## src/rtl/core/ffsa_pkg.sv

```systemverilog
// ----------------------------------------------------------------------------
// ffsa_pkg
// Shared types and codes for the first-fit one-or-two slot allocator.
// ----------------------------------------------------------------------------
package ffsa_pkg;

   // Field widths of the transaction channels
   localparam int ACTION_W    = 1;
   localparam int KIND_W      = 2;
   localparam int ID_W        = 8;
   localparam int SLOT_W      = 6;
   localparam int STATUS_W    = 3;
   localparam int FREE_W      = 7;
   localparam int CFG_W       = 7;
   localparam int CSR_INDEX_W = 4;
   localparam int PRODUCT_W   = 2 * CFG_W;

   // Request actions
   localparam logic [ACTION_W-1:0] ACTION_ALLOC   = 1'b0;
   localparam logic [ACTION_W-1:0] ACTION_RELEASE = 1'b1;

   // Vehicle kinds
   localparam logic [KIND_W-1:0] KIND_SINGLE = 2'd1;
   localparam logic [KIND_W-1:0] KIND_PAIR   = 2'd2;

   // Response status codes
   localparam logic [STATUS_W-1:0] STATUS_ALLOCATED   = 3'd0;
   localparam logic [STATUS_W-1:0] STATUS_NO_ROOM     = 3'd1;
   localparam logic [STATUS_W-1:0] STATUS_BAD_KIND    = 3'd2;
   localparam logic [STATUS_W-1:0] STATUS_RELEASED    = 3'd3;
   localparam logic [STATUS_W-1:0] STATUS_BAD_RELEASE = 3'd4;

   // Register indexes
   localparam logic [CSR_INDEX_W-1:0] REG_SLOTS_PER_FLOOR = 4'd0;
   localparam logic [CSR_INDEX_W-1:0] REG_FLOOR_COUNT     = 4'd1;

   // Register reset values
   localparam logic [CFG_W-1:0] SLOTS_PER_FLOOR_RESET = 7'd8;
   localparam logic [CFG_W-1:0] FLOOR_COUNT_RESET     = 7'd1;

   // One entry of the slot store
   typedef struct packed {
      logic            occupied;
      logic [ID_W-1:0] owner;
   } slot_entry_type;

   // Configuration view handed from the register block to the core
   typedef struct packed {
      logic [CFG_W-1:0]     spf_eff;
      logic [PRODUCT_W-1:0] slot_product;
      logic                 reload;
   } cfg_status_type;

endpackage

```

## src/rtl/core/ffsa_if.sv

```systemverilog
// ----------------------------------------------------------------------------
// ffsa_if
// Valid/ready channels of the slot allocator: request, response, registers.
// ----------------------------------------------------------------------------
interface ffsa_req_if;
   logic                          valid;
   logic                          ready;
   logic [ffsa_pkg::ACTION_W-1:0] action;
   logic [ffsa_pkg::KIND_W-1:0]   vehicle_kind;
   logic [ffsa_pkg::ID_W-1:0]     vehicle_id;
   logic [ffsa_pkg::SLOT_W-1:0]   slot;

   modport source (output valid, action, vehicle_kind, vehicle_id, slot, input ready);
   modport sink   (input valid, action, vehicle_kind, vehicle_id, slot, output ready);
endinterface

interface ffsa_rsp_if;
   logic                          valid;
   logic                          ready;
   logic [ffsa_pkg::STATUS_W-1:0] status;
   logic [ffsa_pkg::SLOT_W-1:0]   slot_res;
   logic [ffsa_pkg::FREE_W-1:0]   free_slots;

   modport source (output valid, status, slot_res, free_slots, input ready);
   modport sink   (input valid, status, slot_res, free_slots, output ready);
endinterface

interface ffsa_csr_if;
   logic                             valid;
   logic                             ready;
   logic [ffsa_pkg::CSR_INDEX_W-1:0] index;
   logic [ffsa_pkg::CFG_W-1:0]       data;

   modport source (output valid, index, data, input ready);
   modport sink   (input valid, index, data, output ready);
endinterface

```

## src/rtl/core/ffsa_cfg.sv

```systemverilog
// ----------------------------------------------------------------------------
// ffsa_cfg
// Configuration registers: floor length, floor count and the slot product.
// ----------------------------------------------------------------------------
module ffsa_cfg (
   input  logic                     clock,
   input  logic                     reset,
   ffsa_csr_if.sink                 csr_chan,
   output ffsa_pkg::cfg_status_type cfg
);

   logic [ffsa_pkg::CFG_W-1:0] spf_ff, spf_in;
   logic [ffsa_pkg::CFG_W-1:0] fc_ff, fc_in;
   logic                       reload_ff, reload_in;
   logic [ffsa_pkg::CFG_W-1:0] spf_eff;

   // Always take register writes
   assign csr_chan.ready = 1'b1;

   // Decode the register index, flag a reload on a known register
   always_comb begin
      spf_in    = spf_ff;
      fc_in     = fc_ff;
      reload_in = 1'b0;
      if (csr_chan.valid) begin
         unique case (csr_chan.index)
            ffsa_pkg::REG_SLOTS_PER_FLOOR: begin
               spf_in    = csr_chan.data;
               reload_in = 1'b1;
            end
            ffsa_pkg::REG_FLOOR_COUNT: begin
               fc_in     = csr_chan.data;
               reload_in = 1'b1;
            end
            default: begin
               reload_in = 1'b0;
            end
         endcase
      end
   end

   always_ff @(posedge clock) begin
      if (reset) begin
         spf_ff    <= ffsa_pkg::SLOTS_PER_FLOOR_RESET;
         fc_ff     <= ffsa_pkg::FLOOR_COUNT_RESET;
         reload_ff <= 1'b1;
      end else begin
         spf_ff    <= spf_in;
         fc_ff     <= fc_in;
         reload_ff <= reload_in;
      end
   end

   // A zero floor length acts as one slot per floor
   assign spf_eff = (spf_ff == '0) ? ffsa_pkg::CFG_W'(1) : spf_ff;

   assign cfg.spf_eff      = spf_eff;
   assign cfg.slot_product = ffsa_pkg::PRODUCT_W'(spf_eff) * ffsa_pkg::PRODUCT_W'(fc_ff);
   assign cfg.reload       = reload_ff;

endmodule

```

## src/rtl/core/first_fit_one_or_two_slot_allocator.sv

```systemverilog
// ----------------------------------------------------------------------------
// first_fit_one_or_two_slot_allocator
// First-fit allocator of single slots and adjacent slot pairs over floors.
// ----------------------------------------------------------------------------
// The block serves one request at a time. An allocate transaction scans the
// slot store one slot per cycle through the single read port of the slot
// memory, over total = min(slots_per_floor * floor_count, MAX_SLOTS) slots;
// a pair hit claims the upper slot, then the lower one in S_WR_LO. A release
// reads the named slot, then its neighbor, and frees the neighbor too when
// the same owner holds it; an empty slot is refused. A bad kind, an early
// no-room or an out-of-range release skip the store. After reset and after
// every write to a known register the store is swept clean, one entry per
// cycle, over all MAX_SLOTS entries; no request is taken during that sweep,
// register writes are. The response sits in an output register, so a new
// request may enter while the last response waits.
// ----------------------------------------------------------------------------
module first_fit_one_or_two_slot_allocator #(
   parameter int MAX_SLOTS = 64
) (
   input  logic        clock,
   input  logic        reset,
   ffsa_req_if.sink    req_chan,
   ffsa_rsp_if.source  rsp_chan,
   ffsa_csr_if.sink    csr_chan
);

   localparam int AW = $clog2(MAX_SLOTS);
   localparam int CW = $clog2(MAX_SLOTS + 1);
   localparam int XW = (CW > 7) ? CW : 7;

   // Sequencer states
   localparam logic [3:0] S_IDLE     = 4'd0;
   localparam logic [3:0] S_SCAN     = 4'd1;
   localparam logic [3:0] S_WR_LO    = 4'd2;
   localparam logic [3:0] S_REL_RD   = 4'd3;
   localparam logic [3:0] S_REL_CHK  = 4'd4;
   localparam logic [3:0] S_REL_NEXT = 4'd5;
   localparam logic [3:0] S_FINISH   = 4'd6;

   ffsa_pkg::cfg_status_type cfg;

   logic [3:0]                     state_ff, state_in;
   logic                           clr_ff, clr_in;
   logic [AW-1:0]                  clr_addr_ff, clr_addr_in;
   logic [CW-1:0]                  total_ff, total_in;
   logic [CW-1:0]                  free_ff, free_in;
   logic [ffsa_pkg::KIND_W-1:0]    kind_ff, kind_in;
   logic [ffsa_pkg::ID_W-1:0]      id_ff, id_in;
   logic [ffsa_pkg::SLOT_W-1:0]    slot_ff, slot_in;
   logic [CW-1:0]                  scan_ff, scan_in;
   logic [ffsa_pkg::CFG_W-1:0]     issue_pos_ff, issue_pos_in;
   logic [AW-1:0]                  chk_ff, chk_in;
   logic [ffsa_pkg::CFG_W-1:0]     chk_pos_ff, chk_pos_in;
   logic                           chk_valid_ff, chk_valid_in;
   logic                           prev_free_ff, prev_free_in;
   ffsa_pkg::slot_entry_type       held_ff, held_in;
   logic [ffsa_pkg::STATUS_W-1:0]  status_ff, status_in;
   logic [ffsa_pkg::SLOT_W-1:0]    res_ff, res_in;
   logic                           rsp_valid_ff, rsp_valid_in;
   logic [ffsa_pkg::STATUS_W-1:0]  rsp_status_ff, rsp_status_in;
   logic [ffsa_pkg::SLOT_W-1:0]    rsp_slot_ff, rsp_slot_in;
   logic [ffsa_pkg::FREE_W-1:0]    rsp_free_ff, rsp_free_in;

   ffsa_pkg::slot_entry_type       slot_mem [MAX_SLOTS];
   ffsa_pkg::slot_entry_type       rd_data_ff;
   logic [AW-1:0]                  mem_raddr;
   logic                           mem_we;
   logic [AW-1:0]                  mem_waddr;
   ffsa_pkg::slot_entry_type       mem_wdata;

   logic [CW-1:0]                  cap_total;
   logic                           req_fire;
   logic                           rsp_free;
   logic                           scan_hit;
   logic [ffsa_pkg::CFG_W-1:0]     pos_next;
   logic                           next_owned;

   // Register block
   ffsa_cfg u_cfg (
      .clock    (clock),
      .reset    (reset),
      .csr_chan (csr_chan),
      .cfg      (cfg)
   );

   // Cap the configured slot count at the store size
   assign cap_total = (32'(cfg.slot_product) > 32'(MAX_SLOTS)) ?
                      CW'(MAX_SLOTS) : CW'(cfg.slot_product);

   assign req_chan.ready = (state_ff == S_IDLE) && !clr_ff && !cfg.reload;
   assign req_fire       = req_chan.valid && req_chan.ready;
   assign rsp_free       = !rsp_valid_ff || rsp_chan.ready;

   assign rsp_chan.valid      = rsp_valid_ff;
   assign rsp_chan.status     = rsp_status_ff;
   assign rsp_chan.slot_res   = rsp_slot_ff;
   assign rsp_chan.free_slots = rsp_free_ff;

   // Hit test on the entry that came back from the store
   always_comb begin
      if (kind_ff == ffsa_pkg::KIND_SINGLE) begin
         scan_hit = chk_valid_ff && !rd_data_ff.occupied;
      end else begin
         scan_hit = chk_valid_ff && !rd_data_ff.occupied && prev_free_ff &&
                    (chk_pos_ff != '0);
      end
   end

   // Floor position of the next slot to read
   assign pos_next = (issue_pos_ff + ffsa_pkg::CFG_W'(1) == cfg.spf_eff) ?
                     '0 : issue_pos_ff + ffsa_pkg::CFG_W'(1);

   // The neighbor is freed with the slot when the same owner holds it
   assign next_owned = (XW'(slot_ff) + XW'(1) < XW'(total_ff)) &&
                       rd_data_ff.occupied && (rd_data_ff.owner == held_ff.owner);

   // Sequencer
   always_comb begin
      state_in      = state_ff;
      clr_in        = clr_ff;
      clr_addr_in   = clr_addr_ff;
      total_in      = total_ff;
      free_in       = free_ff;
      kind_in       = kind_ff;
      id_in         = id_ff;
      slot_in       = slot_ff;
      scan_in       = scan_ff;
      issue_pos_in  = issue_pos_ff;
      chk_in        = chk_ff;
      chk_pos_in    = chk_pos_ff;
      chk_valid_in  = chk_valid_ff;
      prev_free_in  = prev_free_ff;
      held_in       = held_ff;
      status_in     = status_ff;
      res_in        = res_ff;
      rsp_valid_in  = rsp_valid_ff && !rsp_chan.ready;
      rsp_status_in = rsp_status_ff;
      rsp_slot_in   = rsp_slot_ff;
      rsp_free_in   = rsp_free_ff;
      mem_raddr     = AW'(slot_ff);
      mem_we        = 1'b0;
      mem_waddr     = chk_ff;
      mem_wdata     = '{occupied: 1'b1, owner: id_ff};

      unique case (state_ff)
         S_IDLE: begin
            mem_raddr = AW'(req_chan.slot);
            if (req_fire) begin
               kind_in = req_chan.vehicle_kind;
               id_in   = req_chan.vehicle_id;
               slot_in = req_chan.slot;
               res_in  = '0;
               if (req_chan.action == ffsa_pkg::ACTION_ALLOC) begin
                  if (req_chan.vehicle_kind != ffsa_pkg::KIND_SINGLE &&
                      req_chan.vehicle_kind != ffsa_pkg::KIND_PAIR) begin
                     status_in = ffsa_pkg::STATUS_BAD_KIND;
                     state_in  = S_FINISH;
                  end else if (XW'(free_ff) < XW'(req_chan.vehicle_kind)) begin
                     status_in = ffsa_pkg::STATUS_NO_ROOM;
                     state_in  = S_FINISH;
                  end else begin
                     scan_in      = '0;
                     issue_pos_in = '0;
                     chk_valid_in = 1'b0;
                     prev_free_in = 1'b0;
                     state_in     = S_SCAN;
                  end
               end else begin
                  res_in = req_chan.slot;
                  if (XW'(req_chan.slot) >= XW'(total_ff)) begin
                     status_in = ffsa_pkg::STATUS_BAD_RELEASE;
                     state_in  = S_FINISH;
                  end else begin
                     state_in = S_REL_RD;
                  end
               end
            end
         end

         S_SCAN: begin
            mem_raddr = scan_ff[AW-1:0];
            if (scan_hit) begin
               // Claim the slot that just came back
               mem_we    = 1'b1;
               mem_waddr = chk_ff;
               status_in = ffsa_pkg::STATUS_ALLOCATED;
               if (kind_ff == ffsa_pkg::KIND_SINGLE) begin
                  free_in  = free_ff - CW'(1);
                  res_in   = ffsa_pkg::SLOT_W'(chk_ff);
                  state_in = S_FINISH;
               end else begin
                  res_in   = ffsa_pkg::SLOT_W'(chk_ff - AW'(1));
                  state_in = S_WR_LO;
               end
            end else begin
               if (chk_valid_ff) begin
                  prev_free_in = !rd_data_ff.occupied;
               end
               if (scan_ff < total_ff) begin
                  // Issue the next read
                  scan_in      = scan_ff + CW'(1);
                  chk_in       = scan_ff[AW-1:0];
                  chk_pos_in   = issue_pos_ff;
                  issue_pos_in = pos_next;
                  chk_valid_in = 1'b1;
               end else begin
                  chk_valid_in = 1'b0;
                  if (!chk_valid_ff) begin
                     status_in = ffsa_pkg::STATUS_NO_ROOM;
                     res_in    = '0;
                     state_in  = S_FINISH;
                  end
               end
            end
         end

         S_WR_LO: begin
            // Claim the lower slot of the pair
            mem_we    = 1'b1;
            mem_waddr = chk_ff - AW'(1);
            free_in   = free_ff - CW'(2);
            state_in  = S_FINISH;
         end

         S_REL_RD: begin
            // Entry of the named slot arrives, read its neighbor
            held_in   = rd_data_ff;
            mem_raddr = AW'(XW'(slot_ff) + XW'(1));
            state_in  = S_REL_CHK;
         end

         S_REL_CHK: begin
            if (!held_ff.occupied) begin
               status_in = ffsa_pkg::STATUS_BAD_RELEASE;
               state_in  = S_FINISH;
            end else begin
               mem_we    = 1'b1;
               mem_waddr = AW'(slot_ff);
               mem_wdata = '{occupied: 1'b0, owner: held_ff.owner};
               free_in   = free_ff + CW'(1);
               status_in = ffsa_pkg::STATUS_RELEASED;
               state_in  = next_owned ? S_REL_NEXT : S_FINISH;
            end
         end

         S_REL_NEXT: begin
            mem_we    = 1'b1;
            mem_waddr = AW'(XW'(slot_ff) + XW'(1));
            mem_wdata = '{occupied: 1'b0, owner: held_ff.owner};
            free_in   = free_ff + CW'(1);
            state_in  = S_FINISH;
         end

         S_FINISH: begin
            // Hand the result to the output register once it is free
            if (rsp_free) begin
               rsp_valid_in  = 1'b1;
               rsp_status_in = status_ff;
               rsp_slot_in   = res_ff;
               rsp_free_in   = ffsa_pkg::FREE_W'(free_ff);
               state_in      = S_IDLE;
            end
         end

         default: begin
            state_in = S_IDLE;
         end
      endcase

      // Sweep the store clean after reset and after a write to a known register
      if (clr_ff) begin
         mem_we    = 1'b1;
         mem_waddr = clr_addr_ff;
         mem_wdata = '{occupied: 1'b0, owner: '0};
         if (clr_addr_ff == AW'(MAX_SLOTS - 1)) begin
            clr_in = 1'b0;
         end else begin
            clr_addr_in = clr_addr_ff + AW'(1);
         end
      end
      if (cfg.reload) begin
         clr_in      = 1'b1;
         clr_addr_in = '0;
         total_in    = cap_total;
         free_in     = cap_total;
      end
   end

   // Control state
   always_ff @(posedge clock) begin
      if (reset) begin
         state_ff     <= S_IDLE;
         clr_ff       <= 1'b1;
         clr_addr_ff  <= '0;
         total_ff     <= '0;
         free_ff      <= '0;
         chk_valid_ff <= 1'b0;
         rsp_valid_ff <= 1'b0;
      end else begin
         state_ff     <= state_in;
         clr_ff       <= clr_in;
         clr_addr_ff  <= clr_addr_in;
         total_ff     <= total_in;
         free_ff      <= free_in;
         chk_valid_ff <= chk_valid_in;
         rsp_valid_ff <= rsp_valid_in;
      end
   end

   // Payload and working registers
   always_ff @(posedge clock) begin
      kind_ff       <= kind_in;
      id_ff         <= id_in;
      slot_ff       <= slot_in;
      scan_ff       <= scan_in;
      issue_pos_ff  <= issue_pos_in;
      chk_ff        <= chk_in;
      chk_pos_ff    <= chk_pos_in;
      prev_free_ff  <= prev_free_in;
      held_ff       <= held_in;
      status_ff     <= status_in;
      res_ff        <= res_in;
      rsp_status_ff <= rsp_status_in;
      rsp_slot_ff   <= rsp_slot_in;
      rsp_free_ff   <= rsp_free_in;
   end

   // Slot store: one write port, one registered read port
   always_ff @(posedge clock) begin
      if (mem_we) begin
         slot_mem[mem_waddr] <= mem_wdata;
      end
      rd_data_ff <= slot_mem[mem_raddr];
   end

endmodule
```

## src/flat_wrapper.sv

```systemverilog
// flat-port wrapper written by rule: the top's interface ports become plain ports
module first_fit_one_or_two_slot_allocator_flat 
#(
   parameter int MAX_SLOTS = 64
)
  (clock, reset, req_chan_valid, req_chan_action, req_chan_vehicle_kind, req_chan_vehicle_id, req_chan_slot, req_chan_ready, rsp_chan_valid, rsp_chan_status, rsp_chan_slot_res, rsp_chan_free_slots, rsp_chan_ready, csr_chan_valid, csr_chan_index, csr_chan_data, csr_chan_ready);
  ffsa_req_if req_chan_i ();
  ffsa_rsp_if rsp_chan_i ();
  ffsa_csr_if csr_chan_i ();
  input  logic clock;
  input  logic reset;
  input wire logic [$bits(req_chan_i.valid)-1:0] req_chan_valid;
  input wire logic [$bits(req_chan_i.action)-1:0] req_chan_action;
  input wire logic [$bits(req_chan_i.vehicle_kind)-1:0] req_chan_vehicle_kind;
  input wire logic [$bits(req_chan_i.vehicle_id)-1:0] req_chan_vehicle_id;
  input wire logic [$bits(req_chan_i.slot)-1:0] req_chan_slot;
  output wire logic [$bits(req_chan_i.ready)-1:0] req_chan_ready;
  output wire logic [$bits(rsp_chan_i.valid)-1:0] rsp_chan_valid;
  output wire logic [$bits(rsp_chan_i.status)-1:0] rsp_chan_status;
  output wire logic [$bits(rsp_chan_i.slot_res)-1:0] rsp_chan_slot_res;
  output wire logic [$bits(rsp_chan_i.free_slots)-1:0] rsp_chan_free_slots;
  input wire logic [$bits(rsp_chan_i.ready)-1:0] rsp_chan_ready;
  input wire logic [$bits(csr_chan_i.valid)-1:0] csr_chan_valid;
  input wire logic [$bits(csr_chan_i.index)-1:0] csr_chan_index;
  input wire logic [$bits(csr_chan_i.data)-1:0] csr_chan_data;
  output wire logic [$bits(csr_chan_i.ready)-1:0] csr_chan_ready;
  assign req_chan_i.valid = req_chan_valid;
  assign req_chan_i.action = req_chan_action;
  assign req_chan_i.vehicle_kind = req_chan_vehicle_kind;
  assign req_chan_i.vehicle_id = req_chan_vehicle_id;
  assign req_chan_i.slot = req_chan_slot;
  assign req_chan_ready = req_chan_i.ready;
  assign rsp_chan_valid = rsp_chan_i.valid;
  assign rsp_chan_status = rsp_chan_i.status;
  assign rsp_chan_slot_res = rsp_chan_i.slot_res;
  assign rsp_chan_free_slots = rsp_chan_i.free_slots;
  assign rsp_chan_i.ready = rsp_chan_ready;
  assign csr_chan_i.valid = csr_chan_valid;
  assign csr_chan_i.index = csr_chan_index;
  assign csr_chan_i.data = csr_chan_data;
  assign csr_chan_ready = csr_chan_i.ready;
  first_fit_one_or_two_slot_allocator #(.MAX_SLOTS(MAX_SLOTS)) u_core (.clock(clock), .reset(reset), .req_chan(req_chan_i), .rsp_chan(rsp_chan_i), .csr_chan(csr_chan_i));
endmodule
```

## config.mk

```make
export PLATFORM = sky130hd
export DESIGN_NAME = first_fit_one_or_two_slot_allocator_flat
export DESIGN_NICKNAME = d
export VERILOG_FILES = /design/src/rtl/core/ffsa_pkg.sv /design/src/rtl/core/ffsa_if.sv /design/src/rtl/core/ffsa_cfg.sv /design/src/rtl/core/first_fit_one_or_two_slot_allocator.sv /design/src/flat_wrapper.sv
export SDC_FILE = /design/constraint.sdc
export NUM_CORES = 1
export LEC_CHECK = 0
export ABC_AREA = 1
export BUFFER_PORTS_ARGS = -buffer_cell sky130_fd_sc_hd__buf_2
export CORE_ASPECT_RATIO = 1.4
export CORE_MARGIN = 10
export CORE_UTILIZATION = 24
export DETAILED_ROUTE_END_ITERATION = 10
export HOLD_SLACK_MARGIN = 0.06
export MAX_ROUTING_LAYER = met4
export PLACE_DENSITY = 0.35
export SYNTH_ARGS = -nofsm -noshare
export SYNTH_HDL_FRONTEND = slang
export SYNTH_SLANG_ARGS = --single-unit
```

## constraint.sdc

```tcl
create_clock -name clock -period 4.8 [get_ports clock]
set_input_delay 0.48 -clock clock [delete_from_list [all_inputs] [get_ports clock]]
set_output_delay 0.48 -clock clock [all_outputs]
set_load 0.1 [all_outputs]
```

; ---- Word-level counts from Yosys, hierarchy flattened
; Memory sizes are Yosys's and may differ from the RTL's. A register that Yosys moved wholly into a read port is not among the register bits.
; Cells that the tools add are included.
[word_totals]
reg_bits = 120
ram_bits = 576
in_bits = 33
out_inout_bits = 19
elab_cells = 187
mem_count = 1
[mem_list]
columns = memory, words, word_bits, read_ports, rd_clocked_by_memory_dff, write_ports, line_no
row1 = u_core.slot_mem, 64, 9, 1, 1, 1, first_fit_one_or_two_slot_allocator.sv:64  ; ffsa_pkg::slot_entry_type slot_mem [MAX_SLOTS];
[classes]
add_sub_neg = 8
multipliers = 1
magnitude_cmp = 5
eq_ne = 28
muxes = 78
bitwise_logic = 2
n_reduce_logical = 39
[ops]
columns = operator, count
row1 = 7-bit 2-to-1 mux, 15
row2 = 6-bit 2-to-1 mux, 8
row3 = 3-bit 2-to-1 mux, 12
row4 = 6-bit case mux with 3 select lines, 2
row5 = 4-bit 2-to-1 mux, 8
row6 = 7-bit case mux with 2 select lines, 2
row7 = 7-bit case mux with 4 select lines, 1
row8 = 4-bit case mux with 6 select lines, 1
row9 = "7-bit by 1-bit adder with 7-bit output, second input constant", 3
row10 = 1-bit 2-to-1 mux, 20
row11 = 9-bit 2-to-1 mux, 2
row12 = 9-bit case mux with 2 select lines, 1
row13 = "14-bit by 7-bit > comparator with 1-bit output, second input constant", 1
row14 = 7-bit less-than comparator, 2
row15 = 7-bit by 7-bit multiplier with 14-bit output, 1
row16 = 7-bit AND reduction, 2
row17 = "4-bit by 3-bit == test with 1-bit output, second input constant", 3
row18 = "3-bit by 2-bit != test with 1-bit output, second input constant", 4
row19 = 6-bit case mux with 2 select lines, 1
row20 = 4-bit AND reduction, 3
row21 = 6-bit AND reduction, 2
row22 = 1-bit logical AND, 10
row23 = "2-bit by 1-bit != test with 1-bit output, second input constant", 5
row24 = "2-bit != test, second input constant", 5
row25 = other kinds (31), 47

; ---- Depth between registers and ports, before layout
; Gate-level depths: netlist of run 1.
[depth]
word_depth = 10
depth_mapped = 28
mapped_depth_nobuf = 27

; ---- By module
; Synthesis of run 1 repeated with hierarchy kept, for this count alone.
[unflattened]
hier_cells = 3344
area_unflattened_um2 = 34006.4
[by_module_without_submodules]
columns = module, instances, cells_each, area_each_um2, seq_area_each_um2
row1 = first_fit_one_or_two_slot_allocator, 1, 2981, 31599.1, 20339.5
row2 = ffsa_cfg, 1, 363, 2407.3, 300.3

; ---- Worst setup path after synthesis of run 1
; OpenSTA, ideal clock, no wires.
[synth_path]
kind = flip-flop to flip-flop
start = register u_core.state_ff[1]
end = register u_core.issue_pos_ff[0] (netlist bit), enable pin
setup_ns = 0.390
arrival_ns = 4.775
t_required_ns = 4.410
setup_slack_ns = -0.365
stages_incl_launch_ff = 13
n_path_buf = 0
period_less_slack_ns = 5.165
path_cell_list = dfxtp_1 inv_2 nand2_1 nor2_1 inv_1 nor3_1 and2_1 nor2_1 inv_1 o21ai_0 nor2_1 nand2_1 a21oi_1
[synth_between]
elab_chain_cells = 6
word_cells_on_any_way = 13
classes_between = eq/ne: 7 / reduce/logical: 6
[synth_lines]
columns = item, line_no
row1 = start: declaration, first_fit_one_or_two_slot_allocator.sv:42  ; logic [3:0] state_ff, state_in;
row2 = start signal: assignment, first_fit_one_or_two_slot_allocator.sv:300  ; state_ff <= state_in;
row3 = 4-bit zero test, first_fit_one_or_two_slot_allocator.sv:90  ; assign req_chan.ready = (state_ff == S_IDLE) && !clr_ff && !cfg.reload;
row4 = 1-bit logical AND (2 in series), first_fit_one_or_two_slot_allocator.sv:90
row5 = via req_chan_ready, flat_wrapper.sv:17  ; output wire logic [$bits(req_chan_i.ready)-1:0] req_chan_ready;
row6 = 1-bit logical AND, first_fit_one_or_two_slot_allocator.sv:91  ; assign req_fire = req_chan.valid && req_chan.ready;
row7 = 2-bit by 1-bit != test with 1-bit output (no source line), --
row8 = 7-bit AND reduction (no source line), --
row9 = end signal: assignment, first_fit_one_or_two_slot_allocator.sv:316  ; issue_pos_ff <= issue_pos_in;
row10 = end: declaration, first_fit_one_or_two_slot_allocator.sv:51  ; logic [ffsa_pkg::CFG_W-1:0] issue_pos_ff, issue_pos_in;
; The timed path passes the listed nets, and every way through them passes these cells.
; A chain may end at the register's enable or synchronous reset.

; ---- Final worst setup path of run 1
[layout_path]
start = register u_core.u_cfg.spf_ff[3] (netlist bit)
end = register u_core.free_ff[3]
[layout_between]
elab_chain_cells = 6
[layout_lines]
columns = item, line_no
row1 = start: declaration, ffsa_cfg.sv:12  ; logic [ffsa_pkg::CFG_W-1:0] spf_ff, spf_in;
row2 = start signal: assignment, ffsa_cfg.sv:44  ; spf_ff <= ffsa_pkg::SLOTS_PER_FLOOR_RESET;
row3 = start signal: assignment, ffsa_cfg.sv:48  ; spf_ff <= spf_in;
row4 = 7-bit zero test, ffsa_cfg.sv:55  ; assign spf_eff = (spf_ff == '0) ? ffsa_pkg::CFG_W'(1) : spf_ff;
row5 = 7-bit 2-to-1 mux (*), ffsa_cfg.sv:55
row6 = 7-bit by 7-bit multiplier with 14-bit output (*), ffsa_cfg.sv:58  ; assign cfg.slot_product = ffsa_pkg::PRODUCT_W'(spf_eff) * ffsa_pkg::PRODUCT_W'(fc_ff);
row7 = 14-bit by 7-bit > comparator with 1-bit output, first_fit_one_or_two_slot_allocator.sv:87  ; assign cap_total = (32'(cfg.slot_product) > 32'(MAX_SLOTS)) ?
row8 = 7-bit 2-to-1 mux (*), first_fit_one_or_two_slot_allocator.sv:87
row9 = 7-bit 2-to-1 mux (*), first_fit_one_or_two_slot_allocator.sv:281  ; if (cfg.reload) begin
row10 = end signal: assignment, first_fit_one_or_two_slot_allocator.sv:304  ; free_ff <= free_in;
row11 = end: declaration, first_fit_one_or_two_slot_allocator.sv:46  ; logic [CW-1:0] free_ff, free_in;
; Every way passes the cells marked *; elsewhere a longest branch is shown, timed or not.

==> qor.txt, run 1 <==
Sequential Power Share -> 46.2%
Vias/cell -> 4.432
Half-perimeter wire length after placement -> 72.60 mm
Clock latency at the later pin of the worst-skew pair -> 0.67 ns
Top fanout value on the critical path -> 9
Number of max-cap violations -> 0
Setup Crit Path Kind -> reg2reg
Kind of path behind the tightest hold check -> in2reg
Combinational Power Share -> 11.6%
Clk network pwr share -> 42.1%
Filler instances -> 14.45k
Largest area contributor in the synthesized netlist -> sky130_fd_sc_hd__edfxtp_1
Detailed Route Iter0 Violations -> 1,260
Post-Synthesis Mean Instance Area -> 10.26 sq um
Internal power of the cells -> 0.01068 W
IO buf count -> 50
Achievable clock frequency -> 228.6 MHz
Sum Neg Setup Slack -> 0 ns
Unrepaired setup endpoints after global routing -> no
Drt drc -> 0
Post-synth EDFFs -> 654
Portion of the post-synthesis area used by sequential elements -> 61.33%
Most instantiated flip-flop cell in the synthesis netlist -> sky130_fd_sc_hd__edfxtp_1
Nets -> 3,526
Number of global-route vias before repair -> 23.86k
Distinct cell type count after synthesis -> 51
Summed instance area of the synthesized netlist -> 0.03365 sq mm
Crit-path leading delay family -> adder cells
Ratio of final minimum period to clock period -> 91.12%
Fin. max-slew vios -> 0
Final RePlAce weighted congestion -> 0.8000
Initial antenna violation count -> 3
Cell types occupying the most area after synthesis -> sky130_fd_sc_hd__edfxtp_1, sky130_fd_sc_hd__nand3_1, sky130_fd_sc_hd__nand2_1, sky130_fd_sc_hd__inv_1, sky130_fd_sc_hd__nand3b_1
Headroom to the max-slew limit -> 23.15%
Area growth, synth to finish -> 17.57%
Number of setup buffers added after CTS -> 0
Pin count of the biggest net entering global routing -> 104
Count of endpoints failing hold in the final timing report -> 0
Cells along the critical path -> buf_4 > nand2_1 > fa_1 > fa_1 > inv_1 > fa_1 > inv_1 > fa_1 > inv_1 > ha_4 > a21o_1 > a21boi_1 > nand2_1 > nand2_1 > nand2_1 > nand2_1 > nand3_1 > nor2_1 > buf_4 > nand4_1 > a21oi_1
Warning count from the yosys run -> 0
Die outline area -> 0.1558 sq mm
CP startpoint kind -> flop
Switching Fraction -> 26.63%
NetSw -> 0.003876 W
Initial Utilization -> 24.17%
Crit path arrival time -> 4.96 ns
VDD IR max -> 202.7 uV
Die X-Extent -> 336.5 microns
Largest incremental delay on the critical path -> 0.58 ns
Count of pins on the block boundary -> 52
Power density over the cells -> 367.8 mW/mm^2
Synth Area in Adders -> 3.792%
Count of state elements after synthesis -> 704
Main combinational cell family by area after synthesis -> simple AND/OR/NAND/NOR gates
Status -> complete, no violations
XOR/XNOR Fraction of Synth Area -> 0.9890%
Cell at the slowest stage of the critical path -> sky130_fd_sc_hd__fa_1
Fraction of synthesized cell area taken by the top area cell type -> 58.36%
Count of buffer and inverter cells on the critical path -> 5
TritonCTS buffer count -> 79
Number of instances in the synthesized netlist -> 3,281
H-tree levels -> 3
Simple-gate share of the synthesized area -> 23.01%
Slack of the critical path -> 0.4261 ns
Overflow left after global routing -> 0
Data required time at the worst endpoint -> 5.39 ns
Cell at the root of the clock tree -> sky130_fd_sc_hd__clkbuf_16
TritonCTS clock tree -> done
Static Leak -> 15.99 nW
Overall die height -> 463.1 microns
Antenna-violating nets left -> 0
Layout cells sized above 1 -> 10.41%
Post-Syn Nets -> 3,401
All-Layer GR Usage -> 14.83%
Clock-pin slew of the registers on the worst-case setup and hold paths -> 0.06 ns
Via count -> 23.38k
Number of rows in the core area -> 162
Number of sinks driven by the clock tree -> 704
Setup skew after layout -> 0.01790 ns
CP most frequent cell -> sky130_fd_sc_hd__nand2_1
Mux share of post-synthesis cell area -> 0.2677%
Post-synthesis compound-gate area fraction -> 2.866%
Clock tree buffer depth -> 3
DRT Wirelength -> 113.9 mm
Pre-CTS setup slack -> 0.2538 ns
Core Footprint -> 0.1393 sq mm
First-pass detailed-route iteration total -> 5
Setup-failing EPs final -> 0
Routed WL per cell -> 21.58 microns
Slew of the pin with the lowest slew margin -> 1.149 ns
Synth async-reset ratio -> 0%
Wire length of the first global-routing pass -> 167.0 mm
Final Critical Period -> 4.374 ns
Critical path capture point type -> flop
Reg-to-reg setup timing slack -> 0.43 ns
[registers in the layout, summed over array words and instances, names as in the netlist, 8 cells and up]
signal             cells
u_core.slot_mem      576
u_core.held_ff         9
u_core.id_ff           8
u_core.rd_data_ff      9
[layer usage]
layer | vias up | track usage (%) | wire, microns
met1 | 11500 | 17.02 | 47270
met2 | 330 | 26.84 | 60770
li1 | 11410 | - | -
met3 | 135 | 1.371 | 2782
met4 | 0 | 4.827 | 3034
met5 | - | - | 0
[what timing repair did]
| action | in CTS | in global routing |
|---|---|---|
| hold buffers | 19 | 0 |
| hold endpoints to repair | 20 | 0 |
| endpoints found under the setup margin | 0 | 14 |
| gates resized for setup | 0 | 7 |
[cells in the final DEF (no fill, tap or decap), drive strengths merged, types with 9 or more instances in the layout]
cell type	synthesis	layout
nand4	20	20
dfxtp	50	50
fa	25	25
nor2	148	148
nor3	13	13
a21oi	64	64
xor2	28	28
clkinv	1	31
o21ai	65	65
o22ai	9	9
dlygate4sd3	0	19
nand2	557	557
clkbuf	76	106
ha	62	62
buf	95	196
nand3b	206	206
inv	495	496
xnor2	10	10
nand3	658	658
edfxtp	654	654
[synthesized netlist by cell type (3+ instances only)]
master / number
sky130_fd_sc_hd__o22ai_1: 9
sky130_fd_sc_hd__nand2_2: 3
sky130_fd_sc_hd__ha_1: 62
sky130_fd_sc_hd__buf_1: 21
sky130_fd_sc_hd__fa_1: 25
sky130_fd_sc_hd__a21o_1: 3
sky130_fd_sc_hd__o211ai_1: 3
sky130_fd_sc_hd__inv_1: 479
sky130_fd_sc_hd__nand3_1: 658
sky130_fd_sc_hd__nand2_1: 553
sky130_fd_sc_hd__xor2_1: 28
sky130_fd_sc_hd__o21ai_2: 3
sky130_fd_sc_hd__buf_4: 3
sky130_fd_sc_hd__nand4_1: 20
sky130_fd_sc_hd__clkbuf_1: 76
sky130_fd_sc_hd__o21ai_1: 5
sky130_fd_sc_hd__nand3b_1: 206
sky130_fd_sc_hd__inv_2: 16
sky130_fd_sc_hd__mux2_2: 8
sky130_fd_sc_hd__buf_2: 71
sky130_fd_sc_hd__xnor2_1: 10
sky130_fd_sc_hd__nor2_1: 145
sky130_fd_sc_hd__nor3_1: 13
sky130_fd_sc_hd__a21oi_1: 64
sky130_fd_sc_hd__o21ai_0: 57
sky130_fd_sc_hd__a31oi_1: 5
sky130_fd_sc_hd__edfxtp_1: 654
sky130_fd_sc_hd__dfxtp_1: 50
[stage by stage]
step | instance area, sq um | std cells | utilization (%) | power [W] | hold slack (ns)
after floorplan | 33660 | 3281 | - | 0.007832 | 0.4003
after global placement | 36810 | 5110 | 26.44 | 0.008589 | 0.4053
after detailed placement | 36810 | 5110 | 26.44 | 0.008586 | 0.4114
after CTS | 39540 | 5272 | 28.40 | 0.01481 | 0.07540
after global routing | 39570 | 5275 | 28.41 | 0.01512 | 0.1094
final | 39570 | 5275 | 28.41 | 0.01455 | 0.1290
[worst paths after layout]
path | end | depth (start not counted) | from
worst min register to register | u_core.rsp_chan.status[1]$_DFFE_PP_ | 0 | u_core.status_ff[1]$_DFFE_PP_
worst max-delay path | u_core.free_ff[3]$_SDFFE_PP0P_ | 21 | u_core.u_cfg.spf_ff[3]$_SDFFE_PP1P_
worst min-delay path | u_core.slot_ff[4]$_DFFE_PP_ | 1 | req_chan_slot[4]
worst max register to register | u_core.free_ff[3]$_SDFFE_PP0P_ | 21 | u_core.u_cfg.spf_ff[3]$_SDFFE_PP1P_
[cell families after synthesis]
group	after synthesis
AO/OA/AOI/OAI	168
XOR/XNOR	38
buffers and inverters	667
AND/OR/NAND/NOR	1608
flip-flops	704
adder cells (fa/ha/maj)	87
multiplexers	8
other	1
[layout make-up]
class / instances / area [sq um] / area share (%)
antenna: 3 / 7.507 / 0.01897
clock buffer: 106 / 2215 / 5.597
clock inverter: 37 / 322.8 / 0.8159
inverter: 496 / 1864 / 4.712
multi-input combinational: 1910 / 10500 / 26.53
sequential: 704 / 20640 / 52.16
tap: 1804 / 2257 / 5.705
timing repair buffer: 215 / 1762 / 4.452
[power by group through the flow]
stage / combinational, W / clock [W] / sequential (W)
6_report: 0.00169 / 0.00613 / 0.00673
5_1_grt: 0.00186 / 0.00653 / 0.00673
4_1_cts: 0.00174 / 0.00633 / 0.00673
3_5_place_dp: 0.00172 / 0 / 0.00686
3_3_place_gp: 0.00173 / 0 / 0.00686
2_1_floorplan: 0.000998 / 0 / 0.00683
Power figures use the tool's default switching activity.
==> run 2: changes to the inputs <==
RECOVER_POWER = 25   (was unset)
==> run 2 against run 1 <==
  * The flow now finishes with violations (max-capacitance violations, max-slew violations)
  * Worst setup slack got worse by 0.010 ns
  * Register-to-register slack about the same
  * Via count rose by 0.24%
  * Final area fell by 0.19%
  * Critical path depth shrank 1
  * Critical path type unchanged
  * Worst hold slack improved by 0.0062 ns
==> qor.txt, run 2 (synthesis gave the netlist of run 1 again) <==
Clock tree buffer depth -> 3
Wire length of the first global-routing pass -> 167.0 mm
Combinational Power Share -> 11.6%
Most frequent cells in the layout -> sky130_fd_sc_hd__nand3_1, sky130_fd_sc_hd__edfxtp_1, sky130_fd_sc_hd__nand2_1
Number of global-route vias before repair -> 23.86k
Count of pins on the block boundary -> 52
Die outline area -> 0.1558 sq mm
Number of sinks driven by the clock tree -> 704
NetSw -> 0.003873 W
Fin. max-slew vios -> 65
DRT Wirelength -> 114.0 mm
Vias/cell -> 4.443
Layout cells sized above 1 -> 9.054%
First-pass detailed-route iteration total -> 5
IO buf count -> 50
Headroom to the max-slew limit -> -23.12%
Initial antenna violation count -> 3
Overall die height -> 463.1 microns
VDD IR max -> 202.8 uV
Cell at the root of the clock tree -> sky130_fd_sc_hd__clkbuf_16
Core Util, Final -> 28.36%
Die X-Extent -> 336.5 microns
Final Instance Area -> 0.03949 sq mm
Top fanout value on the critical path -> 9
Clock latency at the later pin of the worst-skew pair -> 0.67 ns
Nets -> 3,526
Sum Neg Setup Slack -> 0 ns
Clk network pwr share -> 42.1%
Detailed Route Iter0 Violations -> 1,270
TritonCTS buffer count -> 79
H-tree levels -> 3
Post-place instance area -> 0.03681 sq mm
Power density over the cells -> 368.4 mW/mm^2
Clock-pin slew of the registers on the worst-case setup and hold paths -> 0.06 ns
Pin count of the biggest net entering global routing -> 104
Internal power of the cells -> 0.01068 W
Status -> finished with violations
Final RePlAce weighted congestion -> 0.8000
Final Critical Period -> 4.384 ns
Routed WL per cell -> 21.61 microns
Setup skew after layout -> 0.01850 ns
Half-perimeter wire length after placement -> 72.60 mm
Most flops, register -> u_core.slot_mem
Data required time at the worst endpoint -> 5.39 ns
Setup-failing EPs final -> 0
Setup Crit Path Kind -> reg2reg
Static Leak -> 15.89 nW
Commonest non-fill, non-tap cell in the layout -> sky130_fd_sc_hd__nand3_1
Overflow left after global routing -> 0
Via count -> 23.44k
Critical path capture point type -> flop
CP startpoint kind -> flop
Achievable clock frequency -> 228.1 MHz
Crit path arrival time -> 4.97 ns
Final Total Pwr -> 0.01455 W
Slew of the pin with the lowest slew margin -> 1.847 ns
Initial Utilization -> 24.17%
Area growth, synth to finish -> 17.35%
Core Footprint -> 0.1393 sq mm
Ratio of final minimum period to clock period -> 91.33%
Antenna-violating nets left -> 0
Number of flip-flops under the largest register name -> 576
Count of endpoints failing hold in the final timing report -> 0
Drt drc -> 0
Violations in the final reports -> max-capacitance violations, max-slew violations
Unrepaired setup endpoints after global routing -> no
Switching Fraction -> 26.62%
Sequential Power Share -> 46.3%
Kind of path behind the tightest hold check -> in2reg
Number of rows in the core area -> 162
Leading registers by flop count -> u_core.slot_mem x576, u_core.held_ff x9, u_core.rd_data_ff x9
TritonCTS clock tree -> done
Number of max-cap violations -> 1
All-Layer GR Usage -> 14.83%
==> run 2: cell count changes in the layout (fill, tap and decap cells not counted), moves of 8 or more <==
| cell | before | now |
|---|---|---|
| sky130_fd_sc_hd__buf_4 | 128 | 120 |
| sky130_fd_sc_hd__buf_2 | 50 | 21 |
| sky130_fd_sc_hd__clkbuf_1 | 19 | 55 |
| sky130_fd_sc_hd__inv_2 | 22 | 14 |
| sky130_fd_sc_hd__inv_1 | 471 | 479 |
==> run 2: stage by stage <==
stage	instances	setup slack [ns]	hold slack, ns
after CTS	5272	0.2237	0.07540
final	5275	0.4160	0.1353
after floorplan	3281	0.3622	0.4003
after global placement	5110	0.2249	0.4053
after detailed placement	5110	0.2538	0.4114
after global routing	5275	0.02472	0.1529
==> run 2: path summary, 6_finish.rpt <==
| path | from | to | cells past startpoint | slack (ns) |
|---|---|---|---|---|
| max | u_core.u_cfg.spf_ff[3]$_SDFFE_PP1P_ | u_core.total_ff[1]$_SDFFE_PP0P_ | 20 | 0.42 |
| min | csr_chan_data[4] | u_core.u_cfg.spf_ff[4]$_SDFFE_PP0P_ | 3 | 0.14 |
| max reg2reg | u_core.u_cfg.spf_ff[3]$_SDFFE_PP1P_ | u_core.total_ff[1]$_SDFFE_PP0P_ | 20 | 0.42 |
| min reg2reg | u_core.status_ff[2]$_DFFE_PP_ | u_core.rsp_chan.status[2]$_DFFE_PP_ | 0 | 0.42 |
==> run 2: per-layer routing <==
metal	GRT usage [%]	share of wire, %	vias to the layer above
met5	-	0	-
met4	4.827	2.6	0
met3	1.371	2.5	137
met2	26.84	53	362
met1	17.02	41	11530
li1	-	-	11410
==> run 2: power by group through the flow <==
| stage | Sequential, W | Combinational [W] | Clock [W] |
|---|---|---|---|
| after floorplan | 0.00683 | 0.000998 | 0 |
| after global placement | 0.00686 | 0.00173 | 0 |
| after detailed placement | 0.00686 | 0.00172 | 0 |
| after CTS | 0.00673 | 0.00174 | 0.00633 |
| after global routing | 0.00673 | 0.00185 | 0.00653 |
| final | 0.00673 | 0.00169 | 0.00613 |
==> run 2: critical path, cell delays in order, from the launching register on <==
cell	delay, ns
sky130_fd_sc_hd__dfxtp_1	0.32
sky130_fd_sc_hd__buf_4	0.18
sky130_fd_sc_hd__nand2_1	0.09
sky130_fd_sc_hd__fa_1	0.51
sky130_fd_sc_hd__fa_1	0.58
sky130_fd_sc_hd__inv_1	0.06
sky130_fd_sc_hd__fa_1	0.48
sky130_fd_sc_hd__inv_1	0.05
sky130_fd_sc_hd__fa_1	0.48
sky130_fd_sc_hd__inv_1	0.06
sky130_fd_sc_hd__ha_4	0.23
sky130_fd_sc_hd__a21o_1	0.17
sky130_fd_sc_hd__a21boi_1	0.12
sky130_fd_sc_hd__nand2_1	0.12
sky130_fd_sc_hd__xor2_1	0.17
sky130_fd_sc_hd__nor2_1	0.09
sky130_fd_sc_hd__nand2_1	0.06
sky130_fd_sc_hd__nor2_1	0.09
sky130_fd_sc_hd__buf_4	0.15
sky130_fd_sc_hd__nand4_1	0.14
sky130_fd_sc_hd__o21ai_1	0.15
==> run 2: area by class of cell <==
| class | instances | area [sq um] |
|---|---|---|
| Clock inverter | 37 | 322.8 |
| Antenna cell | 3 | 7.507 |
| Tap cell | 1804 | 2257 |
| Timing Repair Buffer | 215 | 1697 |
| Fill cell | 14470 | 99760 |
| Sequential cell | 704 | 20640 |
| Inverter | 496 | 1864 |
| Multi-Input combinational cell | 1910 | 10490 |
| Clock buffer | 106 | 2215 |
==> run 2: timing repair <==
action                                 CTS  global route
hold buffers                            19             0
setup endpoints to repair                0            14
gates resized for setup                  0             7
endpoints found under the hold margin   20             0
buffers inserted                         0             0
